### config.mk
export PLATFORM = sky130hd
export DESIGN_NAME = imu_autorange_scaler
export DESIGN_NICKNAME = d
export VERILOG_FILES = /design/src/imuas_pkg.sv /design/src/imuas_range.sv /design/src/imuas_scale.sv /design/src/imu_autorange_scaler.sv
export SDC_FILE = /design/constraint.sdc
export NUM_CORES = 2
export LEC_CHECK = 0
export BUFFER_PORTS_ARGS = -buffer_cell sky130_fd_sc_hd__clkbuf_2
export CAP_MARGIN = 20
export CORE_AREA = 2 2 332 334
export DETAILED_ROUTE_END_ITERATION = 10
export DIE_AREA = 0 0 334 336
export GPL_TIMING_DRIVEN = 0
export PLACE_DENSITY = 0.69
export RECOVER_POWER = 50
export SETUP_SLACK_MARGIN = 0.15
export SLEW_MARGIN = 30
export SYNTH_ARGS = -nofsm -noshare
export SYNTH_HDL_FRONTEND = slang
export SYNTH_SLANG_ARGS = --single-unit
### constraint.sdc
create_clock -name i_clk -period 8.11 [get_ports i_clk]
set_input_delay 0 -clock i_clk [delete_from_list [all_inputs] [get_ports i_clk]]
set_output_delay 0 -clock i_clk [all_outputs]
set_load 0.1 [all_outputs]
### src/imuas_pkg.sv
// imuas_pkg: shared types, constants and helper functions for the imu auto-range scaler
// no dependencies; imported by every module under src

package imuas_pkg;

    localparam int unsigned RAW_W   = 16;
    localparam int unsigned MAG_W   = RAW_W + 1;
    localparam int unsigned ACCEL_W = 25;
    localparam int unsigned GYRO_W  = 28;
    localparam int unsigned TEMP_W  = 24;
    localparam int unsigned CODE_W  = 2;
    localparam int unsigned BIAS_W  = 28;
    localparam int unsigned CFG_IDX_W = 2;

    localparam int unsigned IN_TDATA_W  = 112;
    localparam int unsigned OUT_TDATA_W = 192;

    // hysteresis thresholds on the largest axis magnitude
    localparam logic [MAG_W-1:0] UP_LIMIT   = 17'd32757;
    localparam logic [MAG_W-1:0] DOWN_LIMIT = 17'd16283;

    localparam logic [CODE_W-1:0] CODE_MIN = 2'd0;
    localparam logic [CODE_W-1:0] CODE_MAX = 2'd3;

    // standard gravity in 2^-16 m/s2
    localparam logic signed [20:0] G_Q16      = 21'sd642689;
    localparam logic signed [10:0] GYRO_LSB   = 11'sd500;
    localparam logic signed [TEMP_W-1:0] TEMP_GAIN = 24'sd125;
    localparam logic signed [TEMP_W-1:0] TEMP_OFS  = 24'sd1474560;

    typedef enum logic [CFG_IDX_W-1:0] {
        REG_BIAS_X = 2'd0,
        REG_BIAS_Y = 2'd1,
        REG_BIAS_Z = 2'd2
    } t_reg_index;

    typedef struct packed {
        logic signed [RAW_W-1:0] accel_x;
        logic signed [RAW_W-1:0] accel_y;
        logic signed [RAW_W-1:0] accel_z;
        logic signed [RAW_W-1:0] gyro_x;
        logic signed [RAW_W-1:0] gyro_y;
        logic signed [RAW_W-1:0] gyro_z;
        logic signed [RAW_W-1:0] temp;
    } t_sample;

    typedef struct packed {
        logic [CODE_W-1:0] accel_code;
        logic [CODE_W-1:0] gyro_code;
        logic              accel_changed;
        logic              gyro_changed;
    } t_codes;

    typedef struct packed {
        logic signed [ACCEL_W-1:0] accel_x;
        logic signed [ACCEL_W-1:0] accel_y;
        logic signed [ACCEL_W-1:0] accel_z;
        logic signed [GYRO_W-1:0]  gyro_x;
        logic signed [GYRO_W-1:0]  gyro_y;
        logic signed [GYRO_W-1:0]  gyro_z;
        logic signed [TEMP_W-1:0]  temp;
    } t_scaled;

    function automatic logic [MAG_W-1:0] f_mag(input logic signed [RAW_W-1:0] raw);
        logic [MAG_W-1:0] ext;
        ext = {raw[RAW_W-1], raw};
        return raw[RAW_W-1] ? (~ext + 17'd1) : ext;
    endfunction

    function automatic logic [MAG_W-1:0] f_peak3(input logic [MAG_W-1:0] a,
                                                  input logic [MAG_W-1:0] b,
                                                  input logic [MAG_W-1:0] c);
        logic [MAG_W-1:0] m;
        m = (a > b) ? a : b;
        return (m > c) ? m : c;
    endfunction

    function automatic logic [CODE_W-1:0] f_next_code(input logic [CODE_W-1:0] code,
                                                       input logic [MAG_W-1:0]  peak);
        logic [CODE_W-1:0] n;
        n = code;
        priority if (peak >= UP_LIMIT) begin
            if (code != CODE_MAX) n = code + 2'd1;
        end else if (peak < DOWN_LIMIT) begin
            if (code != CODE_MIN) n = code - 2'd1;
        end else begin
            n = code;
        end
        return n;
    endfunction

endpackage

### src/imuas_range.sv
// imuas_range: per-sensor full-scale code registers with hysteresis stepping
// depends on imuas_pkg

module imuas_range (
    input  logic               i_clk,
    input  logic               i_rst_n,
    input  logic               i_step,
    input  imuas_pkg::t_sample i_sample,
    output logic [1:0]         o_accel_scale,
    output logic [1:0]         o_gyro_scale,
    output imuas_pkg::t_codes  o_codes
);
    import imuas_pkg::*;

    logic [CODE_W-1:0] r_accel_scale;
    logic [CODE_W-1:0] r_gyro_scale;
    logic [CODE_W-1:0] n_accel_scale;
    logic [CODE_W-1:0] n_gyro_scale;
    logic [MAG_W-1:0]  accel_peak;
    logic [MAG_W-1:0]  gyro_peak;

    always_comb begin
        accel_peak = f_peak3(f_mag(i_sample.accel_x), f_mag(i_sample.accel_y),
                             f_mag(i_sample.accel_z));
        gyro_peak  = f_peak3(f_mag(i_sample.gyro_x), f_mag(i_sample.gyro_y),
                             f_mag(i_sample.gyro_z));
        n_accel_scale = f_next_code(r_accel_scale, accel_peak);
        n_gyro_scale  = f_next_code(r_gyro_scale, gyro_peak);
    end

    always_ff @(posedge i_clk) begin
        if (!i_rst_n) begin
            r_accel_scale <= CODE_MIN;
            r_gyro_scale  <= CODE_MIN;
        end else if (i_step) begin
            r_accel_scale <= n_accel_scale;
            r_gyro_scale  <= n_gyro_scale;
        end
    end

    assign o_accel_scale         = r_accel_scale;
    assign o_gyro_scale          = r_gyro_scale;
    assign o_codes.accel_code    = n_accel_scale;
    assign o_codes.gyro_code     = n_gyro_scale;
    assign o_codes.accel_changed = (n_accel_scale != r_accel_scale);
    assign o_codes.gyro_changed  = (n_gyro_scale != r_gyro_scale);

endmodule

### src/imuas_scale.sv
// imuas_scale: combinational fixed-point scaling of one raw sample
// depends on imuas_pkg

module imuas_scale (
    input  imuas_pkg::t_sample    i_sample,
    input  logic [1:0]            i_accel_scale,
    input  logic [1:0]            i_gyro_scale,
    input  logic signed [27:0]    i_bias_x,
    input  logic signed [27:0]    i_bias_y,
    input  logic signed [27:0]    i_bias_z,
    output imuas_pkg::t_scaled    o_scaled
);
    import imuas_pkg::*;

    localparam int unsigned PROD_W = RAW_W + 21;

    // raw * g * 2^(code+2) / 2^16, round half up
    function automatic logic signed [ACCEL_W-1:0] f_accel(
        input logic signed [RAW_W-1:0] raw,
        input logic [CODE_W-1:0]       code);
        logic signed [PROD_W-1:0] prod;
        logic signed [PROD_W-1:0] rnd;
        logic signed [PROD_W-1:0] shr;
        logic [3:0]               sh;
        prod = raw * G_Q16;
        sh   = 4'd14 - {2'b00, code};
        rnd  = prod + (37'sd1 <<< (sh - 4'd1));
        shr  = rnd >>> sh;
        return shr[ACCEL_W-1:0];
    endfunction

    // raw * (500 << code) - bias, saturated to the output width
    function automatic logic signed [GYRO_W-1:0] f_gyro(
        input logic signed [RAW_W-1:0]  raw,
        input logic [CODE_W-1:0]        code,
        input logic signed [BIAS_W-1:0] bias);
        logic signed [25:0]       prod;
        logic signed [GYRO_W-1:0] rate;
        logic signed [GYRO_W:0]   diff;
        logic signed [GYRO_W-1:0] res;
        prod = raw * GYRO_LSB;
        rate = GYRO_W'(prod) <<< code;
        diff = {rate[GYRO_W-1], rate} - {bias[BIAS_W-1], bias};
        if (diff[GYRO_W] != diff[GYRO_W-1]) begin
            res = diff[GYRO_W] ? {1'b1, {(GYRO_W-1){1'b0}}} : {1'b0, {(GYRO_W-1){1'b1}}};
        end else begin
            res = diff[GYRO_W-1:0];
        end
        return res;
    endfunction

    logic signed [TEMP_W-1:0] temp_prod;

    always_comb begin
        temp_prod        = i_sample.temp * TEMP_GAIN;
        o_scaled.accel_x = f_accel(i_sample.accel_x, i_accel_scale);
        o_scaled.accel_y = f_accel(i_sample.accel_y, i_accel_scale);
        o_scaled.accel_z = f_accel(i_sample.accel_z, i_accel_scale);
        o_scaled.gyro_x  = f_gyro(i_sample.gyro_x, i_gyro_scale, i_bias_x);
        o_scaled.gyro_y  = f_gyro(i_sample.gyro_y, i_gyro_scale, i_bias_y);
        o_scaled.gyro_z  = f_gyro(i_sample.gyro_z, i_gyro_scale, i_bias_z);
        o_scaled.temp    = temp_prod + TEMP_OFS;
    end

endmodule

### src/imu_autorange_scaler.sv
// imu_autorange_scaler: top level, stream handshake, sample and result registers, bias registers
// depends on imuas_pkg, imuas_range, imuas_scale

// Takes one raw IMU sample per transfer and returns one scaled result per sample, one sample
// per clock when the output side keeps up. The sample is captured in an input register, then
// scaled, range-stepped and captured in the output register. The rate is set by the range
// code registers, which are read and updated in the same cycle as that output capture, so each
// sample sees the codes left by the one before and is scaled with them; the reported codes are
// those for the next sample, with
// a changed flag when a code stepped. Gyro bias registers are written through the config channel
// (index 0..2 = x, y, z; other indexes are ignored) and must only change while the block is idle.

module imu_autorange_scaler (
    input  logic          i_clk,
    input  logic          i_rst_n,
    input  logic          i_s_axis_tvalid,
    output logic          o_s_axis_tready,
    // accel x, y, z, gyro x, y, z, temp: 16 bits each, from bit 0 up
    input  logic [111:0]  i_s_axis_tdata,
    output logic          o_m_axis_tvalid,
    input  logic          i_m_axis_tready,
    // accel x, y, z (25 each), gyro x, y, z (28 each), temp (24), accel code (2),
    // gyro code (2), accel changed, gyro changed, 3 zero bits; from bit 0 up
    output logic [191:0]  o_m_axis_tdata,
    input  logic          i_cfg_valid,
    output logic          o_cfg_ready,
    input  logic [1:0]    i_cfg_index,
    input  logic [27:0]   i_cfg_data
);
    import imuas_pkg::*;

    logic                     r_in_valid;
    t_sample                  r_sample;
    logic                     r_out_valid;
    t_scaled                  r_scaled;
    t_codes                   r_codes;
    logic signed [BIAS_W-1:0] r_bias_x;
    logic signed [BIAS_W-1:0] r_bias_y;
    logic signed [BIAS_W-1:0] r_bias_z;

    t_sample                  in_sample;
    t_scaled                  n_scaled;
    t_codes                   n_codes;
    logic [CODE_W-1:0]        accel_scale;
    logic [CODE_W-1:0]        gyro_scale;
    logic                     advance;
    logic                     s_accept;
    logic                     step;

    assign in_sample.accel_x = i_s_axis_tdata[15:0];
    assign in_sample.accel_y = i_s_axis_tdata[31:16];
    assign in_sample.accel_z = i_s_axis_tdata[47:32];
    assign in_sample.gyro_x  = i_s_axis_tdata[63:48];
    assign in_sample.gyro_y  = i_s_axis_tdata[79:64];
    assign in_sample.gyro_z  = i_s_axis_tdata[95:80];
    assign in_sample.temp    = i_s_axis_tdata[111:96];

    // output register frees up when empty or its transfer completes
    assign advance         = !r_out_valid || i_m_axis_tready;
    assign o_s_axis_tready = !r_in_valid || advance;
    assign s_accept        = i_s_axis_tvalid && o_s_axis_tready;
    assign step            = advance && r_in_valid;

    always_ff @(posedge i_clk) begin
        if (!i_rst_n) begin
            r_in_valid  <= 1'b0;
            r_out_valid <= 1'b0;
        end else begin
            if (o_s_axis_tready) r_in_valid <= i_s_axis_tvalid;
            if (advance) r_out_valid <= r_in_valid;
        end
    end

    always_ff @(posedge i_clk) begin
        if (s_accept) r_sample <= in_sample;
        if (step) begin
            r_scaled <= n_scaled;
            r_codes  <= n_codes;
        end
    end

    assign o_cfg_ready = 1'b1;

    always_ff @(posedge i_clk) begin
        if (!i_rst_n) begin
            r_bias_x <= '0;
            r_bias_y <= '0;
            r_bias_z <= '0;
        end else if (i_cfg_valid) begin
            unique case (i_cfg_index)
                REG_BIAS_X: r_bias_x <= i_cfg_data;
                REG_BIAS_Y: r_bias_y <= i_cfg_data;
                REG_BIAS_Z: r_bias_z <= i_cfg_data;
                default: ;
            endcase
        end
    end

    imuas_range u_range (
        .i_clk         (i_clk),
        .i_rst_n       (i_rst_n),
        .i_step        (step),
        .i_sample      (r_sample),
        .o_accel_scale (accel_scale),
        .o_gyro_scale  (gyro_scale),
        .o_codes       (n_codes)
    );

    imuas_scale u_scale (
        .i_sample      (r_sample),
        .i_accel_scale (accel_scale),
        .i_gyro_scale  (gyro_scale),
        .i_bias_x      (r_bias_x),
        .i_bias_y      (r_bias_y),
        .i_bias_z      (r_bias_z),
        .o_scaled      (n_scaled)
    );

    assign o_m_axis_tvalid = r_out_valid;
    assign o_m_axis_tdata  = {3'b000,
                              r_codes.gyro_changed,
                              r_codes.accel_changed,
                              r_codes.gyro_code,
                              r_codes.accel_code,
                              r_scaled.temp,
                              r_scaled.gyro_z,
                              r_scaled.gyro_y,
                              r_scaled.gyro_x,
                              r_scaled.accel_z,
                              r_scaled.accel_y,
                              r_scaled.accel_x};

endmodule
Word level (Yosys, flattened, before mapping)
Index checks and enable logic that the tools add are counted.
{"block": "classes", "n_addsub": 19, "mul": 7, "n_div": 0, "order_cmp": 8, "n_eq_ne": 9, "shifts": 7, "muxes": 24, "bitwise": 6, "reduce_logical": 12}
{"cell": "$mux 17", "n": 10}
{"cell": "$mux 28", "n": 6}
{"cell": "$add 37x37->37", "n": 3}
{"cell": "$mul 16x21->37 const B", "n": 3}
{"cell": "$sshr 37x4->25", "n": 3}
{"cell": "$add 17x1->17 const B", "n": 6}
{"cell": "$not 17->17", "n": 6}
{"cell": "$mul 16x8->24 const B", "n": 4}
{"cell": "$sub 28x28->29", "n": 3}
{"cell": "$sshl 26x2->28", "n": 3}
{"cell": "$gt 17x17->1", "n": 4}
{"cell": "$sshl 2x4->37 const A", "n": 1}
{"cell": "$ge 17x15->1 const B", "n": 2}
{"cell": "$lt 17x14->1 const B", "n": 2}
{"cell": "$add 24x22->24 const B", "n": 1}
{"cell": "$mux 2", "n": 8}
{"cell": "$reduce_and 2->1", "n": 3}
{"cell": "$add 2x1->2 const B", "n": 2}
{"cell": "$ne 2x2->1", "n": 2}
{"cell": "$ne 2x2->1 const B", "n": 2}
{"cell": "$reduce_bool 2->1", "n": 2}
{"cell": "$sub 2x1->2 const B", "n": 2}
{"cell": "$sub 2x3->4 const A", "n": 1}
{"cell": "$sub 4x1->4 const B", "n": 1}
{"cell": "other kinds (7)", "n": 12}
{"block": "word_totals", "regBits": 391, "latch_bits": 0, "ram_bits": 0, "romBits": 0, "word_cells": 117, "mem_count": 0}

Logic depth before layout (Yosys ltp)
{"block": "logic_depth", "word_depth": 11, "depth_mapped": 31}

Hierarchy
Synthesis repeated with hierarchy kept, for this count alone.
{"block": "hier_totals", "cells_unflattened": 5733, "hier_area_um2": 54681.2}
{"mod": "imuas_scale", "instances": 1, "cells_per_inst": 4408, "area_each_um2": 37344.6, "seq_area_each_um2": 0.0}
{"mod": "imu_autorange_scaler", "instances": 1, "cells_per_inst": 621, "area_each_um2": 12355.6, "seq_area_each_um2": 10760.3}
{"mod": "imuas_range", "instances": 1, "cells_per_inst": 704, "area_each_um2": 4981.0, "seq_area_each_um2": 80.1}

Worst setup path before layout
Ideal clock, no wire load.
{"block": "synth_path", "path_kind": "register to register", "from": "register r_sample[19] (netlist bit)", "to": "register r_scaled, in the netlist o_m_axis_tdata[145] (data pin)", "setup_ns": 0.146, "arrival_ns": 6.883, "slack_ns": 1.081, "stages_incl_launch_ff": 30, "path_buffers": 1, "synth_period_minus_slack_ns": 7.029, "path_cell_list": "edfxtp_1 > fa_1 > inv_1 > fa_1 > inv_1 > fa_1 > fa_1 > ha_1 > o21ai_0 > a21boi_0 > o21ai_0 > a21oi_1 > a21o_1 > nand2_1 > a221oi_1 > mux2i_1 > mux2i_1 > ha_1 > a21o_1 > a21o_1 > a21o_1 > a211oi_1 > o311ai_0 > o221ai_2 > a21oi_1 > or4_1 > nand3_2 > nand2_1 > buf_2 > a21oi_1"}
{"item": "start: declaration", "line": "imu_autorange_scaler.sv:33", "text": "t_sample r_sample;"}
{"item": "start signal: assignment", "line": "imu_autorange_scaler.sv:75", "text": "if (s_accept) r_sample <= in_sample;"}
{"item": "end signal: assignment", "line": "imu_autorange_scaler.sv:77", "text": "r_scaled <= n_scaled;"}
{"item": "end: declaration", "line": "imu_autorange_scaler.sv:35", "text": "t_scaled r_scaled;"}

==> results.md <==
- Status: finished, violations left
- # nets final: approximately 7800
- Final min period: between 7 and 8 ns
- R2r worst-path depth: 28
- Dpl hpwl: 134000 um
- WL final: around 160000 um
- Buf/Inv on CP: 6
- Setup violators final: 0
- Final hold vios: 0
- First-pass GRT wire length: about 250000 um
- YS warnings: 0
- Hold Path Cell Cnt: 2
- Die ar.: 112000 um^2
- Relative slew slack: -85.5%
- Violated checks: max-capacitance violations, max-slew violations
- Syn avg cell area: about 9.6 um^2
- CP Capture Type: flop
- Req. time, crit path: roughly 8.5 ns
- Layout cells sized above 1: around 8.7%
- Vias in the first global route: between 40000 and 50000
- Largest area contributor in the netlist: ha_1
- Largest net degree at the start of global routing: slightly below 100
- RD Place Congestion: a little under 1
- Ys async rst share: 0%
- Clock Path Buffers: 3
- Routed wire per std cell: roughly 21 um
- Worst Setup SP: u_range.o_accel_scale[0]
- Rows: between 100 and 150
- Final core utilization: 56.6%
- Total gr overflow: 0
- Clock tree sinks: around 400
- Crit start category: flop
- Highest Clock Rate: 129 MHz
- Core Area: 108000 um^2
- Layout area overhead: 14.1%
- Crit path DAT: 8.08 ns
- RSZ-0062 raised after global routing: no
- Crit path max fanout: 13
- Flop2flop setup slack: roughly 0.37 ns
- Num CTS Buffers: 45
- Post-synth EDFFs: ~300
- CP peak stage delay: about 0.55 ns
- Critical register-to-register path startpoint: u_range.o_accel_scale[0]
- Maxcap violations: 3
- CP Depth: 28
- # port buffers: 336
- Initial DRC Count: 3449
- Most frequent cells in the layout: ha_1 (936), inv_1 (872), fa_1 (487)
- Pins Over Slew Limit: between 100 and 150
- Num ports: 342
- Synthesized netlist cell count: 5618
- DR DRC count: 0
- Yosys top cell area share: 22.0%
- Commonest non-fill, non-tap cell in the layout: ha_1
- Post-DRT Antenna Nets: 0
- Later-pin clock latency in the skew report: about 0.65 ns
- Seq cells post-synth: ~390
- Routed vias: ~44000
- Max stage delay cell, worst path: fa_1
- Critical path type: flop to flop
- TritonCTS clock tree: yes
- Yosys cell types: between 100 and 150
- Family with the most delay on the worst path: adder cells
- Worst slew pin tran: between 2 and 3 ns
- Initial antenna violation count: 17
- Final period util: roughly 95%
- First-pass DRT Iterations: 7
- Setup crit end: o_m_axis_tdata[24]
- Total Routing Usage GR: 28.8%
- Post-synthesis cell area: about 54000 um^2
- Initial Util: between 40% and 50%
- Main flop type after synthesis: edfxtp_1
- Clock transition at path regs: around 0.07 ns
- CTS root buffer: clkbuf_16
- Seq/Total Area, Yosys: slightly above 20%
- Die Ht: around 340 um
- Crit Reg-Reg Endpoint: o_m_axis_tdata[24]
- Ranking of synthesized cells by area: ha_1 (22%), fa_1 (18%), edfxtp_1 (17%)
- H-tree Lvls: 2
- Hold/Removal Path Class: input port to flop
- Hold Slack: between 0.06 and 0.07 ns
- Die width: around 330 um
- Via density: roughly 5.7
- Final Skew: just over 0.04 ns
==> Yosys cell counts, types with 73 or more instances <==
library cell and number:
nand3_1 73, nand2_1 417, xnor2_1 213, edfxtp_1 301, ha_1 945, xor2_1 84, inv_1 875, fa_1 487
a21o_1 122, dfxtp_1 90, a21oi_1 430, o21ai_0 190, clkbuf_1 95, nor2_1 272, mux2i_1 163
==> logic make-up after synthesis <==
| logic type | Yosys count | share of synthesized area, % |
|---|---|---|
| adders and majority gates | 1442 | 40.3 |
| DFF | 391 | 20.1 |
| other | 2 | 0.0140 |
| muxes | 214 | 4.35 |
| xor gates and xnor gates | 297 | 4.83 |
| and+or+nand+nor | 1103 | 9.52 |
| AOI/OAI and AO/OA | 1143 | 13.5 |
| buffers and inverters | 1026 | 7.37 |
==> per-stage QoR <==
step / instances / setup WS, ns / setup TNS [ns] / cell area (um^2)
2_1_floorplan: 5620 / 1.08 / 0 / 53800
3_3_place_gp: 7370 / -1.39 / -57.67 / 57300
6_report: 7694 / 0.370 / 0 / 61400
3_5_place_dp: 7374 / -1.43 / -65.95 / 57400
4_1_cts: 7636 / 0.153 / 0 / 60900
5_1_grt: 7688 / 0.0879 / 0 / 61400
==> sequential cells by signal, summed over array words and instances (netlist names), 2 cells and up <==
| register | cells |
|---|---|
| o_m_axis_tdata | 189 |
| r_bias_z | 28 |
| r_sample | 112 |
| u_range.o_accel_scale | 2 |
| r_bias_y | 28 |
| r_bias_x | 28 |
| u_range.o_gyro_scale | 2 |
==> area by class of cell <==
type / count / area (um^2)
fillers: 9645 / 47000
multi-input cells: 4203 / 39600
flip-flops and latches: 391 / 10800
repair buffers: 570 / 3610
inverters: 881 / 3320
well taps: 1414 / 1770
clock buffers: 52 / 1170
plain buffers: 144 / 691
clock inverters: 30 / 388
diodes: 9 / 22.5
==> worst min path at each step <==
stage          slack (ns)           end                 from
3_5_place_dp         0.18  r_sample[13]  i_s_axis_tdata[109]
5_1_grt              0.04  r_sample[10]  i_s_axis_tdata[106]
4_1_cts             0.005  r_sample[10]  i_s_axis_tdata[106]
2_1_floorplan         0.1   r_sample[0]   i_s_axis_tdata[96]
6_report             0.06  r_sample[10]  i_s_axis_tdata[106]
3_3_place_gp         0.18  r_sample[20]   i_s_axis_tdata[84]
==> layer usage <==
layer | up-vias | share of wire (%) | global-route usage [%]
met2 | 1548 | 43 | 44.5
met4 | 4 | 3.2 | 8.81
met3 | 253 | 8.1 | 5.66
met5 | - | 0.017 | 0
met1 | 21200 | 45 | 40.8
li1 | 20600 | - | -
==> repair_timing <==
action                                 4_1_cts  5_1_grt
endpoints found under the hold margin      228        0
gates resized for setup                     47      110
setup endpoints to repair                  152      142
buffers inserted                            30       50
cloned                                       0        0
pin swaps                                    3       24
hold buffers                               150        0
Power is not shown: default switching activity piles up to over one toggle a cycle in this logic, so the estimate is an artifact.
